**config.mk**
```make
export PLATFORM = sky130hd
export DESIGN_NAME = dard_front_flat
export DESIGN_NICKNAME = d
export VERILOG_FILES = /design/src/design/dard_pkg.sv /design/src/design/dard_in_if.sv /design/src/design/dard_front.sv /design/src/flat_wrapper.sv
export VERILOG_INCLUDE_DIRS = /design/src /design/src/design
export SDC_FILE = /design/constraint.sdc
export NUM_CORES = 1
export LEC_CHECK = 0
export BUFFER_PORTS_ARGS = -buffer_cell sky130_fd_sc_hd__buf_2
export CAP_MARGIN = 20
export CORE_MARGIN = 8
export CORE_UTILIZATION = 35
export CTS_BUF_LIST = sky130_fd_sc_hd__clkbuf_8 sky130_fd_sc_hd__clkbuf_16
export DETAILED_ROUTE_END_ITERATION = 8
export SLEW_MARGIN = 15
export SYNTH_ARGS = -nofsm -noshare
export SYNTH_HDL_FRONTEND = slang
export SYNTH_SLANG_ARGS = --single-unit
```
**constraint.sdc**
```tcl
create_clock -name i_clk -period 7.5 [get_ports i_clk]
set_clock_uncertainty 0.2 [all_clocks]
set_input_delay 0 -clock i_clk [delete_from_list [all_inputs] [get_ports i_clk]]
set_output_delay 0 -clock i_clk [all_outputs]
set_load 0.01 [all_outputs]
```
**src/design/dram_address_to_rank_decoder_top_macros.svh**
```systemverilog
// Assertion macros shared by the rank decoder modules.
`ifndef DRAM_ADDRESS_TO_RANK_DECODER_TOP_MACROS_SVH
`define DRAM_ADDRESS_TO_RANK_DECODER_TOP_MACROS_SVH

// Property that must hold at every clock edge outside reset.
`define DARD_ASSERT(lbl, clk, rstn, prop, msg) \
    lbl: assert property (@(posedge clk) disable iff (!rstn) (prop)) else $error(msg);

// Implication checked in the cycle after the antecedent, outside reset.
`define DARD_ASSERT_NEXT(lbl, clk, rstn, ante, cons, msg) \
    lbl: assert property (@(posedge clk) disable iff (!rstn) (ante) |=> (cons)) else $error(msg);

`endif

```
**src/design/dard_pkg.sv**
```systemverilog
// Types and constants of the DRAM address to rank decoder.
package dard_pkg;

    localparam int NUM_RANGES       = 8;
    localparam int NUM_NODES        = 8;
    localparam int NUM_CHIP_SELECTS = 8;
    localparam int QUEUE_DEPTH      = 2;

    localparam logic [1:0] KIND_DROP     = 2'd0;
    localparam logic [1:0] KIND_RANGE_WR = 2'd1;
    localparam logic [1:0] KIND_NODE_WR  = 2'd2;
    localparam logic [1:0] KIND_XLATE    = 2'd3;

    localparam logic CFG_SPARE_CHAN0 = 1'b0;
    localparam logic CFG_SPARE_CHAN1 = 1'b1;

    localparam logic [4:0] SLOT_HOLE  = 5'd0;
    localparam logic [4:0] SLOT_BASE0 = 5'd4;
    localparam logic [4:0] SLOT_MASK0 = 5'd12;
    localparam logic [4:0] SLOT_BASE1 = 5'd16;
    localparam logic [4:0] SLOT_MASK1 = 5'd24;

    localparam logic [31:0] CS_BASE_BITS = 32'h1FF83FE0;
    localparam logic [31:0] CS_MASK_ONES = 32'h0007C01F;
    localparam logic [31:0] CS_MASK_KEEP = 32'h1FFFFFFF;

    typedef struct packed {
        logic [1:0]  kind;
        logic [8:0]  reg_index;
        logic [31:0] reg_data;
        logic [47:0] phys_address;
    } t_item;

endpackage

```
**src/design/dard_in_if.sv**
```systemverilog
// Request channel: command beats into the decoder.
interface dard_in_if;
    logic        valid;
    logic        ready;
    logic        command;
    logic [8:0]  reg_index;
    logic [31:0] reg_data;
    logic [47:0] phys_address;

    modport source (output valid, command, reg_index, reg_data, phys_address, input ready);
    modport sink   (input valid, command, reg_index, reg_data, phys_address, output ready);
endinterface

```
**src/design/dard_front.sv**
```systemverilog
// Front end: accepts request beats, classifies them and queues them.
`include "dram_address_to_rank_decoder_top_macros.svh"
module dard_front (
    input  logic              i_clk,
    input  logic              i_rst_n,
    dard_in_if.sink           i_req,
    input  logic              i_pop,
    output logic              o_q_valid,
    output dard_pkg::t_item   o_q_item
);
    dard_pkg::t_item r_q [dard_pkg::QUEUE_DEPTH];
    logic       r_wp;
    logic       r_rp;
    logic [1:0] r_cnt;
    logic       push;
    dard_pkg::t_item n_item;

    assign i_req.ready = (r_cnt != 2'(dard_pkg::QUEUE_DEPTH));
    assign push        = i_req.valid && i_req.ready;
    assign o_q_valid   = (r_cnt != 2'd0);
    assign o_q_item    = r_q[r_rp];

    always_comb begin
        n_item.reg_index    = i_req.reg_index;
        n_item.reg_data     = i_req.reg_data;
        n_item.phys_address = i_req.phys_address;
        if (i_req.command) begin
            n_item.kind = dard_pkg::KIND_XLATE;
        end else if (i_req.reg_index < 9'd32) begin
            n_item.kind = dard_pkg::KIND_RANGE_WR;
        end else if (i_req.reg_index < 9'd288) begin
            n_item.kind = dard_pkg::KIND_NODE_WR;
        end else begin
            n_item.kind = dard_pkg::KIND_DROP;
        end
    end

    always_ff @(posedge i_clk) begin
        if (push) begin
            r_q[r_wp] <= n_item;
        end
    end

    always_ff @(posedge i_clk) begin
        if (!i_rst_n) begin
            r_wp  <= 1'b0;
            r_rp  <= 1'b0;
            r_cnt <= 2'd0;
        end else begin
            if (push) begin
                r_wp <= ~r_wp;
            end
            if (i_pop) begin
                r_rp <= ~r_rp;
            end
            r_cnt <= r_cnt + 2'(push) - 2'(i_pop);
        end
    end

    `DARD_ASSERT(a_cnt_bound, i_clk, i_rst_n, r_cnt <= 2'(dard_pkg::QUEUE_DEPTH), "queue overfilled")
    `DARD_ASSERT(a_pop_nonempty, i_clk, i_rst_n, !i_pop || (r_cnt != 2'd0), "pop from empty queue")
    `DARD_ASSERT_NEXT(a_push_count, i_clk, i_rst_n, push && !i_pop && (r_cnt == 2'd1),
                      r_cnt == 2'd2, "queue count lost a push")
endmodule

```
**src/flat_wrapper.sv**
```systemverilog
// flat-port wrapper written by rule: the top's interface ports become plain ports
module dard_front_flat 
  (i_clk, i_rst_n, i_pop, o_q_valid, o_q_item, i_req_valid, i_req_command, i_req_reg_index, i_req_reg_data, i_req_phys_address, i_req_ready);
  dard_in_if i_req_i ();
  input  logic i_clk;
  input  logic i_rst_n;
  input  logic i_pop;
  output logic o_q_valid;
  output dard_pkg::t_item o_q_item;
  input wire logic [$bits(i_req_i.valid)-1:0] i_req_valid;
  input wire logic [$bits(i_req_i.command)-1:0] i_req_command;
  input wire logic [$bits(i_req_i.reg_index)-1:0] i_req_reg_index;
  input wire logic [$bits(i_req_i.reg_data)-1:0] i_req_reg_data;
  input wire logic [$bits(i_req_i.phys_address)-1:0] i_req_phys_address;
  output wire logic [$bits(i_req_i.ready)-1:0] i_req_ready;
  assign i_req_i.valid = i_req_valid;
  assign i_req_i.command = i_req_command;
  assign i_req_i.reg_index = i_req_reg_index;
  assign i_req_i.reg_data = i_req_reg_data;
  assign i_req_i.phys_address = i_req_phys_address;
  assign i_req_ready = i_req_i.ready;
  dard_front u_core (.i_clk(i_clk), .i_rst_n(i_rst_n), .i_req(i_req_i), .i_pop(i_pop), .o_q_valid(o_q_valid), .o_q_item(o_q_item));
endmodule
```
==> qor.json <==
{
  "clock_network": {
    "cts_htree_levels": 4,
    "cts_resized": 0,
    "cts_tree": "yes",
    "post-cts-setup-buffers": 0,
    "cts_buffers": 17,
    "cts_root_buf": "sky130_fd_sc_hd__clkbuf_16",
    "insertion_delay_of_the_later_clocked_pin_in_the_worst_skew_pair_ns": 0.41,
    "cts.reportedPaths.clkPinSlew_ns": 0.07,
    "clockBufferDepth": 2,
    "cts.sink_count": 187
  },
  "logic_synthesis": {
    "synth_area_um2": 7281,
    "yosys_warnings": 0,
    "synth.yosys.seq_area_share": 0.7644,
    "cell_type_with_the_largest_total_area_after_synthesis": "sky130_fd_sc_hd__edfxtp_1",
    "synth.area.top_cells": "sky130_fd_sc_hd__edfxtp_1 75%, sky130_fd_sc_hd__mux2_4 19%, sky130_fd_sc_hd__buf_12 2.5%",
    "syn_nets": 407,
    "ys_seq_elements": 187,
    "netlist-cell-type-count": 21,
    "mean_post_synth_cell_area_um2": 23.41,
    "post_synth_inst_count": 311,
    "netlist.area_leader.share": 0.7506
  },
  "power_and_ir_drop": {
    "cell_internal_pwr_uw": 2038,
    "power.switching_uw": 686.8,
    "power.total_uw": 2724,
    "clock_power_share": 0.288,
    "powerDensity_nw_per_um2": 276.5,
    "power_switching_share": 0.2521,
    "leakagePower_uw": 0.003892,
    "irDropWorstVdd_v": 0.0001555,
    "p_seq_frac": 0.509,
    "pwr-share-comb": 0.203
  },
  "worst_hold_path": {
    "hold_path.class": "in -> reg"
  },
  "cells_and_area": {
    "post_layout_net_count": 699,
    "mostFrequentLayoutCell": "sky130_fd_sc_hd__buf_2",
    "most-common-layout-cells": "186 x sky130_fd_sc_hd__buf_2, 182 x sky130_fd_sc_hd__edfxtp_1, 94 x sky130_fd_sc_hd__dlygate4sd3_1",
    "fillerInstances": 1745,
    "multi_input_area_um2": 1529,
    "area.growth.synth_to_final_pct": 35.32,
    "sequential_cell_area_um2": 5569,
    "post_route_cells_drive_above_1_share": 0.5065
  },
  "route": {
    "avgViaCountPerCell": 4.327,
    "drt-total-wl_um": 15080,
    "antenna_violating_nets_post_route": 0,
    "routedWlPerCell_um": 17.00,
    "detail_route.drc_violations": 0,
    "num_vias": 3838,
    "detail_route.iter0.violations": 111,
    "drt-pass1-iter-count": 4
  },
  "worst_setup_path": {
    "worst_setup_path_start_kind": "flop",
    "worst_ep_required_time_ns": 7.30,
    "timing.setup.critical_path_class": "reg -> out",
    "critPathCaptureType": "output port",
    "timing.critical_path.max_delay_family": "buffers and inverters",
    "r2r_slack_ns": 4.57,
    "crit_chain": "buf_4 > mux2_2 > buf_2",
    "cp_data_arrival_time_ns": 2.76,
    "critical_path.slowest_cell": "sky130_fd_sc_hd__buf_4",
    "timing.critical_path.fanout_max": 55,
    "critical_path.max_stage_delay_ns": 0.90,
    "cp_num_buf_inv": 2
  },
  "place": {
    "place.gp.congestion": 0.6852,
    "dp_hpwl_um": 9646,
    "port_buffer_count": 186
  },
  "floorplan": {
    "placement_rows": 52,
    "floorplan.core_area_um2": 20300,
    "chipHeight_um": 160.2,
    "start_util": 0.3587,
    "num_io_pins": 187,
    "die-area_um2": 25670,
    "die-width_um": 160.2
  },
  "sta": {
    "achievable_clock_frequency_mhz": 337.6,
    "fin_setup_tns_ns": 0,
    "finalHoldViolCount": 0,
    "timing.final.max_slew_violations": 0,
    "timing.final.setup_violations": 0,
    "worst_slew_pin_slew_ns": 1.038,
    "final_min_period_over_clock_period": 0.3950,
    "period_minus_slack_ns": 2.962,
    "grt_setup_unrepaired": "no",
    "slew_headroom": 0.3078
  },
  "global_route": {
    "antenna_violations_before_repair": 1,
    "via_count_of_the_first_global_routing_pass": 4491,
    "grt-ovfl-total": 0,
    "maximum_number_of_pins_on_one_net_before_global_route_repair": 62,
    "grt_use_total": 0.1167,
    "grt_pass1_wl_um": 23540
  },
  "status": {
    "run_status": "finished clean"
  },
  "run": {
    "maxcap_viol_count": 0
  }
}
timing repair:
action,CTS,global route
hold endpoints to repair,187,0
hold buffers,94,0
setup endpoints to repair,0,0
final timing paths:
path | start | to | depth (start not counted)
worst max-delay path | flop | o_q_item[90] | 3
worst min-delay path | i_req_phys_address[22] | u_core.r_q[1][22]$_DFFE_PP_ | 2
worst max register to register | u_core.r_cnt[0]$_SDFF_PN0_ | u_core.r_q[0][88]$_DFFE_PP_ | 4
worst min register to register | u_core.r_wp$_SDFFE_PN0N_ | u_core.r_wp$_SDFFE_PN0N_ | 2
final cells by class:
class,instances,share of cell area
Antenna cell,1,0.0002540
Clock buffer,17,0.04318
Clock inverter,15,0.008763
Inverter,2,0.0007620
Multi-Input combinational cell,112,0.1552
Sequential cell,187,0.5653
Tap cell,270,0.03429
Timing Repair Buffer,283,0.1923
per-layer routing:
metal / wire, µm / share of wire / global-route usage
met5: 0 / 0 / 0
met4: 162 / 0.011 / 0.03653
met3: 982 / 0.065 / 0.04499
met2: 7787 / 0.52 / 0.2099
met1: 6148 / 0.41 / 0.1237
state kept, by name (all words and copies together), names as in the netlist, named ones only:
| signal | cells |
|---|---|
| u_core.r_wp | 1 |
| u_core.r_rp | 1 |
| u_core.r_q | 182 |
| u_core.r_cnt | 2 |
per-stage QoR:
stage          hold slack [ns]  cell area [µm²]  std cells  utilization  setup slack (ns)
3_3_place_gp          -0.01322             8397        760       0.4136             4.616
6_report                0.1039             9852        887       0.4853             4.538
5_1_grt                0.08722             9852        887       0.4853             4.337
2_1_floorplan          -0.1011             7281        311            -             2.024
4_1_cts                0.07181             9849        886       0.4852             4.447
3_5_place_dp         -0.009227             8397        760       0.4136             4.536
cell usage after synthesis:
master                       n
sky130_fd_sc_hd__buf_12      9
sky130_fd_sc_hd__xnor2_1     2
sky130_fd_sc_hd__ha_1        2
sky130_fd_sc_hd__dfxtp_1     5
sky130_fd_sc_hd__o21bai_1    1
sky130_fd_sc_hd__nand2_1     1
sky130_fd_sc_hd__o21ai_0     1
sky130_fd_sc_hd__o31a_1      1
sky130_fd_sc_hd__inv_1       2
sky130_fd_sc_hd__nor4_1      1
sky130_fd_sc_hd__mux2_2      1
sky130_fd_sc_hd__xor2_1      1
sky130_fd_sc_hd__nand4b_1    1
sky130_fd_sc_hd__nor2b_1     1
sky130_fd_sc_hd__mux2_4     90
sky130_fd_sc_hd__or2_2       2
sky130_fd_sc_hd__edfxtp_1  182
sky130_fd_sc_hd__and2_1      5
sky130_fd_sc_hd__nand2b_1    1
sky130_fd_sc_hd__buf_6       1
sky130_fd_sc_hd__and3_1      1
power by group through the flow:
| stage | Clock (µW) | Combinational [µW] | Sequential (µW) |
|---|---|---|---|
| finish | 784 | 552 | 1390 |
| floorplan | 0 | 347 | 1410 |
| global route | 854 | 597 | 1400 |
| global placement | 0 | 518 | 1400 |
| detailed placement | 0 | 525 | 1410 |
| CTS | 813 | 566 | 1390 |
logic make-up after synthesis:
group                    count (synthesis)  share of synthesized area
AO/OA/AOI/OAI                            3                   0.002921
multiplexers                            91                     0.1871
adder cells (fa/ha/maj)                  2                   0.003436
buffers and inverters                   12                    0.02732
XOR/XNOR                                 3                   0.003610
flip-flops                             187                     0.7644
AND/OR/NAND/NOR                         13                    0.01117
No activity file was read; power rests on OpenSTA's default activity.
